==> config.mk <==
export PLATFORM = sky130hd
export DESIGN_NAME = drc_cell
export DESIGN_NICKNAME = d
export VERILOG_FILES = /design/src/design/drc_pkg.sv /design/src/design/drc_cell.sv
export SDC_FILE = /design/constraint.sdc
export NUM_CORES = 1
export LEC_CHECK = 0
export BUFFER_PORTS_ARGS = -buffer_cell sky130_fd_sc_hd__buf_2
export CORE_ASPECT_RATIO = 0.75
export CORE_MARGIN = 2
export CORE_UTILIZATION = 52
export DETAILED_ROUTE_END_ITERATION = 16
export PLACE_DENSITY = 0.78
export SYNTH_ARGS = -nofsm -noshare
export SYNTH_HDL_FRONTEND = slang
export SYNTH_SLANG_ARGS = --single-unit
==> constraint.sdc <==
create_clock -name clk -period 7.5 [get_ports clk]
set_input_delay 1.5 -clock clk [delete_from_list [all_inputs] [get_ports clk]]
set_output_delay 1.5 -clock clk [all_outputs]
set_load 0.03 [all_outputs]
==> src/design/drc_pkg.sv <==
`default_nettype none

package drc_pkg;

    localparam int LIST_DEPTH = 64;
    localparam int FIELD_W    = 13;
    localparam int EXT_W      = FIELD_W + 2;
    localparam int CNT_W      = $clog2(LIST_DEPTH + 1);
    localparam int RECT_W     = 4 * FIELD_W;
    localparam int TDATA_W    = ((RECT_W + 7) / 8) * 8;

    localparam logic [FIELD_W-1:0] EXTENT_MAX = {FIELD_W{1'b1}};

    localparam logic OP_ADD   = 1'b0;
    localparam logic OP_FLUSH = 1'b1;

    // x in the lowest bits
    typedef struct packed {
        logic        [FIELD_W-1:0] h;
        logic        [FIELD_W-1:0] w;
        logic signed [FIELD_W-1:0] y;
        logic signed [FIELD_W-1:0] x;
    } rect_t;

    // rect traveling down the chain; rem counts occupied cells still ahead
    typedef struct packed {
        logic             valid;
        logic             done;
        logic             appended;
        logic [CNT_W-1:0] rem;
        rect_t            rect;
    } tok_t;

    function automatic logic signed [EXT_W-1:0] sext(input logic [FIELD_W-1:0] v);
        sext = {{(EXT_W - FIELD_W){v[FIELD_W-1]}}, v};
    endfunction

    function automatic logic signed [EXT_W-1:0] zext(input logic [FIELD_W-1:0] v);
        zext = {{(EXT_W - FIELD_W){1'b0}}, v};
    endfunction

    function automatic logic rect_hit(input rect_t a, input rect_t b);
        logic signed [EXT_W-1:0] ax0;
        logic signed [EXT_W-1:0] ax1;
        logic signed [EXT_W-1:0] bx0;
        logic signed [EXT_W-1:0] bx1;
        logic signed [EXT_W-1:0] ay0;
        logic signed [EXT_W-1:0] ay1;
        logic signed [EXT_W-1:0] by0;
        logic signed [EXT_W-1:0] by1;
        ax0 = sext(a.x);
        ax1 = ax0 + zext(a.w);
        bx0 = sext(b.x);
        bx1 = bx0 + zext(b.w);
        ay0 = sext(a.y);
        ay1 = ay0 + zext(a.h);
        by0 = sext(b.y);
        by1 = by0 + zext(b.h);
        rect_hit = (ax0 < bx1) && (bx0 < ax1) && (ay0 < by1) && (by0 < ay1);
    endfunction

    function automatic rect_t rect_merge(input rect_t a, input rect_t b);
        logic signed [EXT_W-1:0] ax0;
        logic signed [EXT_W-1:0] ax1;
        logic signed [EXT_W-1:0] bx0;
        logic signed [EXT_W-1:0] bx1;
        logic signed [EXT_W-1:0] ay0;
        logic signed [EXT_W-1:0] ay1;
        logic signed [EXT_W-1:0] by0;
        logic signed [EXT_W-1:0] by1;
        logic signed [EXT_W-1:0] rx0;
        logic signed [EXT_W-1:0] rx1;
        logic signed [EXT_W-1:0] ry0;
        logic signed [EXT_W-1:0] ry1;
        logic signed [EXT_W-1:0] dw;
        logic signed [EXT_W-1:0] dh;
        rect_t                   r;
        ax0 = sext(a.x);
        ax1 = ax0 + zext(a.w);
        bx0 = sext(b.x);
        bx1 = bx0 + zext(b.w);
        ay0 = sext(a.y);
        ay1 = ay0 + zext(a.h);
        by0 = sext(b.y);
        by1 = by0 + zext(b.h);
        rx0 = (ax0 < bx0) ? ax0 : bx0;
        rx1 = (ax1 > bx1) ? ax1 : bx1;
        ry0 = (ay0 < by0) ? ay0 : by0;
        ry1 = (ay1 > by1) ? ay1 : by1;
        dw  = rx1 - rx0;
        dh  = ry1 - ry0;
        r.x = rx0[FIELD_W-1:0];
        r.y = ry0[FIELD_W-1:0];
        r.w = (dw > zext(EXTENT_MAX)) ? EXTENT_MAX : dw[FIELD_W-1:0];
        r.h = (dh > zext(EXTENT_MAX)) ? EXTENT_MAX : dh[FIELD_W-1:0];
        rect_merge = r;
    endfunction

endpackage

`default_nettype wire

==> src/design/drc_cell.sv <==
`default_nettype none

module drc_cell
    import drc_pkg::*;
(
    input  wire   clk,
    input  wire   rst_n,
    input  tok_t  tok_in,
    output tok_t  tok_out,
    input  wire   shift,
    input  rect_t ent_in,
    output rect_t ent_out
);

    tok_t  tok_reg;
    tok_t  tok_next;
    rect_t entry_reg;
    rect_t entry_next;

    always_comb
    begin
        tok_next   = tok_in;
        entry_next = entry_reg;
        if (tok_in.rem != '0)
        begin
            tok_next.rem = tok_in.rem - 1'b1;
        end
        if (shift)
        begin
            entry_next = ent_in;
        end
        else if (tok_in.valid && !tok_in.done)
        begin
            // first free cell: append
            if (tok_in.rem == '0)
            begin
                entry_next        = tok_in.rect;
                tok_next.done     = 1'b1;
                tok_next.appended = 1'b1;
            end
            else if (rect_hit(entry_reg, tok_in.rect))
            begin
                entry_next    = rect_merge(entry_reg, tok_in.rect);
                tok_next.done = 1'b1;
            end
        end
    end

    always_ff @(posedge clk or negedge rst_n)
    begin
        if (!rst_n)
        begin
            tok_reg <= '0;
        end
        else
        begin
            tok_reg <= tok_next;
        end
    end

    always_ff @(posedge clk)
    begin
        entry_reg <= entry_next;
    end

    assign tok_out = tok_reg;
    assign ent_out = entry_reg;

endmodule

`default_nettype wire

# [Word level (Yosys, flattened, before mapping)]
# Cells that the tools add are included.
# Widths: inputs -> output; s select.
[word_totals] inputBits=117 output_inout_bits=114 elab_cells=55 reg_bits=114
[op_classes] n_addsub=7 n_reduce_logical=10 n_lt_le_gt_ge=10 n_mux=16
[op_table] operator="$mux 52" count=4
[op_table] operator="$add 13x14->15" count=4
[op_table] operator="$lt 13x15->1" count=4
[op_table] operator="$mux 15" count=4
[op_table] operator="$gt 15x14->1 const B" count=2
[op_table] operator="$gt 15x15->1" count=2
[op_table] operator="$sub 15x15->15" count=2
[op_table] operator="$lt 13x13->1" count=2
[op_table] operator="$mux 13" count=2
[op_table] operator="$logic_not 7->1" count=1
[op_table] operator="$mux 7" count=1
[op_table] operator="$reduce_bool 7->1" count=1
[op_table] operator="$sub 7x1->7 const B" count=1
[op_table] operator="$logic_and 1x1->1" count=4
[op_table] operator="$mux 2" count=2
[op_table] operator="$mux 1" count=3
[op_table] operator="$reduce_bool 3->1" count=1
[op_table] operator="$reduce_and 2->1" count=1
[op_table] operator="$reduce_bool 2->1" count=1
[op_table] operator="$logic_not 1->1" count=1

# [Depth between registers and ports, before layout]
# Gate-level depths: netlist (run 1).
[depth] word_depth=10 mapped_depth=38 mapped_depth_nobuf=36

# [Least setup slack after synthesis (run 1)]
# No wires, ideal clock.
[synth_path] path_kind="input-to-reg" from="input tok_in[13] (netlist name)" to="register entry_reg, in the netlist ent_out[0], enable pin" setup_ps=534 n_path_buf=0 t_arrival_ps=7940 cell_stages=15 setup_slack_ps=-973 t_required_ps=6966 cell_sequence="ha_1 > fa_1 > a211oi_1 > o21bai_1 > a21oi_1 > xor2_1 > ha_1 > or3_1 > o221ai_1 > o2bb2ai_1 > maj3_1 > maj3_1 > a21oi_1 > o21a_1 > o21ai_0"
[synth_via] elab_chain_len=6 elab_cells_between_ends=7 cone_classes="1 x add/sub; 2 x order compare; 4 x reduce/logical"
[synth_rtl] element="start: declaration" line_no="drc_cell.sv:8" text="input tok_t tok_in,"
[synth_rtl] element="$add 13x14->15" line_no="drc_pkg.sv:58" text="by1 = by0 + zext(b.h);"
[synth_rtl] element="$lt 13x15->1" line_no="drc_pkg.sv:59" text="rect_hit = (ax0 < bx1) && (bx0 < ax1) && (ay0 < by1) && (by0 < ay1);"
[synth_rtl] element="$logic_and 1x1->1" line_no="drc_pkg.sv:59"
[synth_rtl] element="$logic_and 1x1->1 *" line_no="drc_pkg.sv:59"
[synth_rtl] element="$reduce_bool 3->1 (no source line) *"
[synth_rtl] element="$reduce_and 2->1 (no source line) *"
[synth_rtl] element="end signal: assignment" line_no="drc_cell.sv:63" text="entry_reg <= entry_next;"
[synth_rtl] element="end: declaration" line_no="drc_cell.sv:17" text="rect_t entry_reg;"
# Every way passes the cells marked *; elsewhere a longest branch is shown, timed or not.
# A chain may end at the register's enable or synchronous reset.

==> results.ini, run 1 <==
[flow_run]
drv_cap = 0

[yosys]
syn_nets = 1619
synth.top_cell.area_share_pct = 19.3
synth_commonest_cells = 178 x ha_1, 109 x a21oi_1, 102 x nand2_1, 102 x nor2_1, 93 x o21ai_0
yosysSeqAreaShare_pct = 27.0
yosysUniqueCellTypes = 88
post_synth.cell_area_avg_um2 = 8.74
synth_most_common_cell = ha_1
ys_seq_elements = 114
synth_area_um2 = 11500
synthTopCellsByArea = ha_1 19%, edfxtp_1 14%, dfrtp_1 13%
synth_ff_type = dfrtp_1
synth_async_sr_flop_share_pct = 54.4
synth_enable_flop_cells = 52
synth_area_leader_cell = ha_1
synth_warnings = 0
synth_cells = 1318

[routing]
drt_pass1_iterations = 7
drtAntennaViolNets = 0
num_vias = 12000
drt_iter0_drc = 1211
routed_wirelength_um = 40800
drc_errors = 0
routedWlPerCell_um = 20.1
viasPerCell = 5.94

[final_layout]
antenna-diode-count = 0
seqCellArea_um2 = 3110
nNetsFinal = 2021
layout.cell_area.non_filler_um2 = 15600
num-fill-cells = 1704
drive_above_1_share_pct = 32.1
fin_cells = 2027
multiInputGateArea_um2 = 8510
syn_to_final_growth_pct = 35.0

[floorplan]
dieHeight_um = 133
die_x_um = 176
die-area_um2 = 23400
start_util_pct = 52.7
core_um2 = 21900
boundaryPins = 231
rows = 47

[sta]
fmax_ghz = 0.131
finalSetupViolCount = 13
tightest_slew_ns = 1.27
period_share_pct = 102
fin_ws_ns = -0.157
finalHoldViolations = 0
rsz0062_at_grt = true
post-route-min-period_ns = 7.66
maxSlewViolCount = 0
slew_headroom_pct = 15.3
clock_skew_ns = 0.0143

[clock_network]
htree_num_levels = 4
hold_buffers = 0
numCtsBuffers = 17
clock_latency_ns = 0.44
cts_sinks = 114
cts.path.max_buffers = 2
cts_tree = done
cts_root_buf = clkbuf_16
clkTransAtPathRegs_ns = 0.06

[setup_path]
cp-start-kind = primary input
slowest_delay_ns = 0.51
crit_arrival_ns = 7.79
rr_endpoint = ent_out[31]$_DFFE_PP_
critPathSlowestCell = or4b_1
worstSetupEndpointType = flip-flop
worst_ep_required_time_ns = 7.63
r2r_cells = 38
critPathMaxFanout = 7
reg2reg_from = ent_out[0]$_DFFE_PP_
critPathKind = in -> reg
r2r_setup_slack_ns = -0.04
crit_path_frequent_cell = a21oi_2

[hold_path]
min_to = ent_out[0]$_DFFE_PP_
whs_path_depth = 3
min-delay-start = ent_out[0]$_DFFE_PP_
hold_class = reg -> reg

[global_route]
grt_max_degree = 65
track_usage_pct = 33.8
grt_overflow = 0
antenna_found_initial = 0
grt_pass1_wl_um = 61400
grt_pass1_vias = 11300

[pwr]
total_leakage_power_nw = 7.49
power_density_nw_per_um2 = 564
vdd_drop_max_v = 0.000338
power_mw = 8.77

[placed_design]
place_inst = 1972
dp_hpwl_um = 30700
gp_congestion = 0.947
io_buffers = 230
dpl_cell_area_um2 = 14300

[status]
violations = setup timing
status = finished with violations

## cell type report
cell class                 instances  share of cell area [%]
clock inverter                    14                   0.853
inverter                          91                    2.20
tap                              294                    2.36
multi-input combinational       1082                    54.7
clock buffer                      18                    2.76
timing repair buffer             414                    17.1
sequential                       114                    20.0
## worst max-delay path, delay by kind of cell
family | cells | cell delay [ns]
fa+ha+maj | 5 | 1.24
mux | 1 | 0.24
simple gates | 10 | 1.64
buf+inv | 5 | 0.48
xor+xnor | 1 | 0.10
compound gates | 15 | 2.54
## cells in the final DEF, fill, tap and decap left out, drive strengths merged, types with 31 or more instances in the layout
cell and instances:
xnor2 41, o21ai 105, xor2 31, a21o 35, ha 178, buf 414
nand2 103, nor2 102, dfrtp 62, inv 93, a21oi 109, mux2i 48
edfxtp 52
## per-stage QoR
step           hold slack, ns  setup WS, ns  TNS, ns  util [%]
2_1_floorplan            1.04       -0.0109  -0.0870         -
3_3_place_gp            0.887        -0.350    -7.66      65.2
3_5_place_dp            0.904        -0.629   -13.46      65.2
4_1_cts                 0.921       -0.0302   -0.129      68.9
5_1_grt                 0.983        -0.462    -7.94      71.1
6_report                0.930        -0.157    -1.43      71.1
## flip-flops by register name (all words and copies together), names as in the netlist
register,cells
ent_out,52
tok_out,62
## power breakdown
| group | leakage, nW | total [mW] | internal, mW | switching (mW) |
|---|---|---|---|---|
| logic | 6.00 | 7.05 | 3.15 | 3.90 |
| clock network | 0.255 | 0.800 | 0.458 | 0.343 |
| registers | 1.23 | 0.918 | 0.830 | 0.0877 |
| total | 7.49 | 8.77 | 4.44 | 4.33 |
## logic make-up after synthesis
family,synth area share (%)
compound gates,22.3
simple gates,15.8
fa+ha+maj,20.8
buf+inv,4.02
flops,27.0
xor+xnor,5.54
mux,4.50
## layer usage
metal / GRT usage (%) / up-vias / routed length, um
met5: 0 / - / 0
met4: 8.26 / 0 / 732
met3: 8.48 / 68 / 4450
met2: 49.5 / 672 / 17300
met1: 49.7 / 5638 / 18300
li1: - / 5671 / -
## worst max-delay path by stage
stage	startpoint	to	slack, ns
after global routing	tok_in[26]	ent_out[32]$_DFFE_PP_	-0.46
after detailed placement	tok_in[0]	ent_out[33]$_DFFE_PP_	-0.63
after CTS	tok_in[26]	ent_out[34]$_DFFE_PP_	-0.03
after floorplan	tok_in[13]	ent_out[42]$_DFFE_PP_	-0.01
after global placement	tok_in[0]	ent_out[30]$_DFFE_PP_	-0.35
final	tok_in[26]	ent_out[31]$_DFFE_PP_	-0.16
## timing repair
item                       CTS  global route
setup endpoints to repair   26            26
pin swaps                    3            44
cloned                       1             1
gates resized for setup     26            71
setup buffers               11            11
Power figures use the tool's default switching activity.
==> inputs of run 2 (changes only) <==
--- a/config.mk
+++ b/config.mk
@@ -6,11 +6,13 @@
 export NUM_CORES = 1
 export LEC_CHECK = 0
 export BUFFER_PORTS_ARGS = -buffer_cell sky130_fd_sc_hd__buf_2
+export CELL_PAD_IN_SITES_DETAIL_PLACEMENT = 1
+export CELL_PAD_IN_SITES_GLOBAL_PLACEMENT = 2
 export CORE_ASPECT_RATIO = 0.75
 export CORE_MARGIN = 2
-export CORE_UTILIZATION = 52
+export CORE_UTILIZATION = 37
 export DETAILED_ROUTE_END_ITERATION = 16
-export PLACE_DENSITY = 0.78
+export PLACE_DENSITY_LB_ADDON = 0.1
 export SYNTH_ARGS = -nofsm -noshare
 export SYNTH_HDL_FRONTEND = slang
 export SYNTH_SLANG_ARGS = --single-unit
==> constraint.sdc (replaced) <==
create_clock -name clk -period 9.4 [get_ports clk]
set_input_delay 1.88 -clock clk [delete_from_list [all_inputs] [get_ports clk]]
set_output_delay 1.88 -clock clk [all_outputs]
set_load 0.03 [all_outputs]
==> results.ini, run 2 (synthesis gave the netlist of run 1 again) <==
[clock_network]
numCtsBuffers = 17
cts_tree = done
cts_sinks = 114
post-cts-setup-buffer-count = 0
cts.path.max_buffers = 2
clock_latency_ns = 0.45
htree_num_levels = 4
post_cts_resized = 0
clkTransAtPathRegs_ns = 0.05
hold_buffers = 0
cts_root_buf = clkbuf_16

[placed_design]
dp_hpwl_um = 35000
io_buffers = 230
gp_congestion = 0.911
dpl_cell_area_um2 = 13200
place_inst = 1930

[final_layout]
final_common_cell = buf_2
largest_reg_flops = 62
syn_to_final_growth_pct = 20.0
drive_above_1_share_pct = 20.0
mostFrequentLayoutCells = 228 x buf_2, 178 x ha_1, 109 x a21oi_1
fin_cells = 1962
nNetsFinal = 1851
layout.cell_area.non_filler_um2 = 13800
antenna-diode-count = 0
num-fill-cells = 3691

[status]
status = finished clean

[floorplan]
core_um2 = 30400
dieHeight_um = 157
die-area_um2 = 32600
boundaryPins = 231
start_util_pct = 37.9
die_x_um = 208
rows = 55

[setup_path]
critPathKind = in -> reg
worstSetupEndpointType = flip-flop
reg2reg_from = ent_out[0]$_DFFE_PP_
worst_ep_required_time_ns = 9.55
cp-start-kind = primary input
critPathSlowestCell = or4b_1
startpoint = tok_in[0]
slowest_delay_ns = 0.49
critPathMaxFanout = 12
crit_arrival_ns = 9.09

[sta]
tightest_slew_ns = 1.17
fmax_ghz = 0.112
maxSlewViolCount = 0
setup_tns_ns = 0
finalSetupViolCount = 0
rsz0062_at_grt = false
post-route-min-period_ns = 8.94
finalHoldViolations = 0
slew_headroom_pct = 20.3
period_share_pct = 95.1
whs_ns = 0.966
clock_skew_ns = 0.0137

[routing]
drt_iter0_drc = 675
drt_pass1_iterations = 7
routedWlPerCell_um = 22.4
num_vias = 11000
drtAntennaViolNets = 0
drc_errors = 0
viasPerCell = 5.62
routed_wirelength_um = 43900

[global_route]
grt_max_degree = 77
grt_pass1_wl_um = 67500
grt_pass1_vias = 11200
track_usage_pct = 27.1
antenna_found_initial = 1
grt_overflow = 0

[pwr]
vdd_drop_max_v = 0.000160
total_leakage_power_nw = 6.61
power_density_nw_per_um2 = 406

[hold_path]
hold_class = reg -> reg
min-delay-start = ent_out[0]$_DFFE_PP_

[flow_run]
drv_cap = 0

[run 2: cell types whose count changed in the layout (fill, tap and decap cells not counted), moves of 6 or more]
cell,before,now
a21oi_1,89,109
a31oi_4,11,0
o21ai_0,86,92
a31oi_1,18,30
ha_1,170,178
buf_6,6,0
buf_4,176,16
a21oi_2,20,0
[run 2: cell type report]
cell class	instances	area [um2]	area share [%]
multi-input cells	1082	7990	57.8
flip-flops and latches	114	3110	22.5
repair buffers	244	1260	9.12
clock buffers	23	499	3.61
well taps	399	499	3.61
inverters	91	342	2.47
clock inverters	9	125	0.905
[run 2: routing by layer]
metal | wire [um] | track usage (%) | vias up
met2 | 18200 | 39.8 | 324
met1 | 22600 | 41.4 | 5329
met4 | 434 | 4.86 | 2
li1 | - | - | 5332
met3 | 2580 | 4.86 | 34
met5 | 12 | 0 | -
[run 2: critical path, delay by kind of cell]
kind	cells	cell delay, ns
mux	2	0.60
buf+inv	4	0.77
simple gates	10	2.28
xor+xnor	1	0.18
fa+ha+maj	4	1.28
compound gates	11	2.09
[run 2: final timing paths]
check,cells after the start,to,slack (ns)
max,32,ent_out[26]$_DFFE_PP_,0.46
min,3,ent_out[0]$_DFFE_PP_,0.97
max reg2reg,34,ent_out[26]$_DFFE_PP_,1.37
min reg2reg,3,ent_out[0]$_DFFE_PP_,0.97
max in group asynchronous,1,tok_out[28]$_DFF_PN0_,7.20
min in group asynchronous,1,tok_out[11]$_DFF_PN0_,1.56
[run 2: stage by stage]
step,power [mW],utilization [%],worst slack (ns)
after detailed placement,4.82,43.3,0.140
final,5.61,45.5,0.457
after global placement,4.74,43.3,0.392
after floorplan,3.71,-,0.547
after CTS,5.59,45.4,0.564
after global routing,6.12,45.5,0.00894
[run 2: power breakdown]
group | internal (mW) | switching, mW | leakage, nW
logic | 1.65 | 2.48 | 5.07
registers | 0.664 | 0.102 | 1.23
clock network | 0.452 | 0.266 | 0.302
total | 2.76 | 2.85 | 6.61
==> inputs of run 3 (changes only) <==
==> constraint.sdc (replaced) <==
create_clock -name clk -period 9.4 [get_ports clk]
set_input_delay 0.94 -clock clk [delete_from_list [all_inputs] [get_ports clk]]
set_output_delay 0.94 -clock clk [all_outputs]
set_load 0.03 [all_outputs]
==> results.ini, run 3 (synthesis gave the netlist of run 1 again) <==
[global_route]
grt_pass1_vias = 11100
antenna_found_initial = 0
grt_pass1_wl_um = 67300
grt_overflow = 0
track_usage_pct = 27.0
grt_max_degree = 89

[setup_path]
worstSetupEndpointType = flip-flop
slowest_delay_ns = 0.67
critPathKind = reg -> reg
worst_ep_required_time_ns = 9.54
critPathMaxFanout = 17
crit_arrival_ns = 8.65
cp-start-kind = flip-flop
crit_path_frequent_cell = a21oi_1
r2r_cells = 37
critPathSlowestCell = mux2i_2

[floorplan]
die_x_um = 208
die-area_um2 = 32600
rows = 55
core_um2 = 30400
start_util_pct = 37.9
dieHeight_um = 157
boundaryPins = 231

[routing]
drc_errors = 0
routed_wirelength_um = 43700
drt_pass1_iterations = 5
drtAntennaViolNets = 0
drt_iter0_drc = 661
num_vias = 11100
routedWlPerCell_um = 22.3
viasPerCell = 5.67

[clock_network]
clock_latency_ns = 0.45
cts_tree = done
post_cts_resized = 0
cts_sinks = 114
hold_buffers = 0
clkTransAtPathRegs_ns = 0.06
htree_num_levels = 4
cts_root_buf = clkbuf_16
cts.path.max_buffers = 2
post-cts-setup-buffer-count = 0
numCtsBuffers = 17

[sta]
setup_tns_ns = 0
whs_ns = 0.621
rsz0062_at_grt = false
tightest_slew_ns = 1.23
slew_headroom_pct = 15.7
finalHoldViolations = 0
post-route-min-period_ns = 8.51
period_share_pct = 90.6
clock_skew_ns = 0.0113
finalSetupViolCount = 0
maxSlewViolCount = 0
fmax_ghz = 0.117

[final_layout]
multiInputGateArea_um2 = 7970
mostFrequentLayoutCells = 228 x buf_2, 178 x ha_1, 109 x a21oi_1
final_common_cell = buf_2
seqCellArea_um2 = 3110
num-fill-cells = 3666
largest_reg_flops = 62
syn_to_final_growth_pct = 19.3
nNetsFinal = 1847
drive_above_1_share_pct = 19.4
antenna-diode-count = 0

[placed_design]
dp_hpwl_um = 34800
gp_congestion = 0.885
io_buffers = 230

[pwr]
power_mw = 5.54
power_density_nw_per_um2 = 403
vdd_drop_max_v = 0.000167
total_leakage_power_nw = 6.56

[flow_run]
drv_cap = 0

[hold_path]
hold_class = in -> async

[status]
status = finished clean

==> run 3: cell types whose count changed in the layout (fill, tap and decap cells not counted), sizes merged <==
| cell | before | now |
|---|---|---|
| clkbuf | 23 | 19 |
| buf | 244 | 240 |
| clkinv | 3 | 7 |
| inv | 92 | 91 |
| bufinv | 3 | 4 |
==> run 3: per-stage QoR <==
step | std cells | utilization, % | area, um2 | setup slack [ns]
after global placement | 1926 | 43.2 | 13200 | 0.922
after detailed placement | 1926 | 43.2 | 13200 | 0.626
after floorplan | 1318 | - | 11500 | 1.49
final | 1958 | 45.2 | 13700 | 0.885
after global routing | 1958 | 45.2 | 13700 | 0.226
after CTS | 1958 | 45.2 | 13700 | 0.957
==> run 3: worst max-delay path: cells and delay by family (launching register included) <==
family	cells	cell delay (ns)
AO/OA/AOI/OAI	16	3.09
adder cells (fa/ha/maj)	5	1.62
AND/OR/NAND/NOR	11	1.90
flip-flops	1	0.45
buffers and inverters	3	0.32
XOR/XNOR	1	0.15
multiplexers	1	0.67
==> run 3: area by class of cell <==
cell class	count	area share, %
Multi-Input combinational cell	1082	57.9
Sequential cell	114	22.6
Tap cell	399	3.63
Clock buffer	19	3.15
Timing Repair Buffer	240	8.95
Inverter	91	2.48
Clock inverter	13	1.21
==> run 3: layer usage <==
| metal | wire length [um] | up-vias | track usage [%] |
|---|---|---|---|
| met1 | 22400 | 5406 | 40.5 |
| li1 | - | 5326 | - |
| met3 | 2520 | 44 | 4.88 |
| met4 | 758 | 0 | 7.09 |
| met5 | 0 | - | 0 |
| met2 | 18100 | 324 | 39.3 |
==> run 3: worst paths after layout <==
check | startpoint | end | slack [ns]
setup / recovery | ent_out[0]$_DFFE_PP_ | ent_out[34]$_DFFE_PP_ | 0.89
max in group asynchronous | rst_n | tok_out[44]$_DFF_PN0_ | 8.14
hold / removal | rst_n | tok_out[9]$_DFF_PN0_ | 0.62
min in group clk | tok_in[45] | tok_out[45]$_DFF_PN0_ | 0.64
setup reg to reg | ent_out[0]$_DFFE_PP_ | ent_out[34]$_DFFE_PP_ | 0.89
hold reg to reg | ent_out[13]$_DFFE_PP_ | ent_out[13]$_DFFE_PP_ | 0.97
==> run 3: where the power goes <==
part           switching [mW]  total (mW)  internal [mW]
Clock                   0.259       0.697          0.438
Combinational            2.47        4.07           1.60
Sequential              0.101       0.765          0.664
Total                    2.83        5.54           2.71
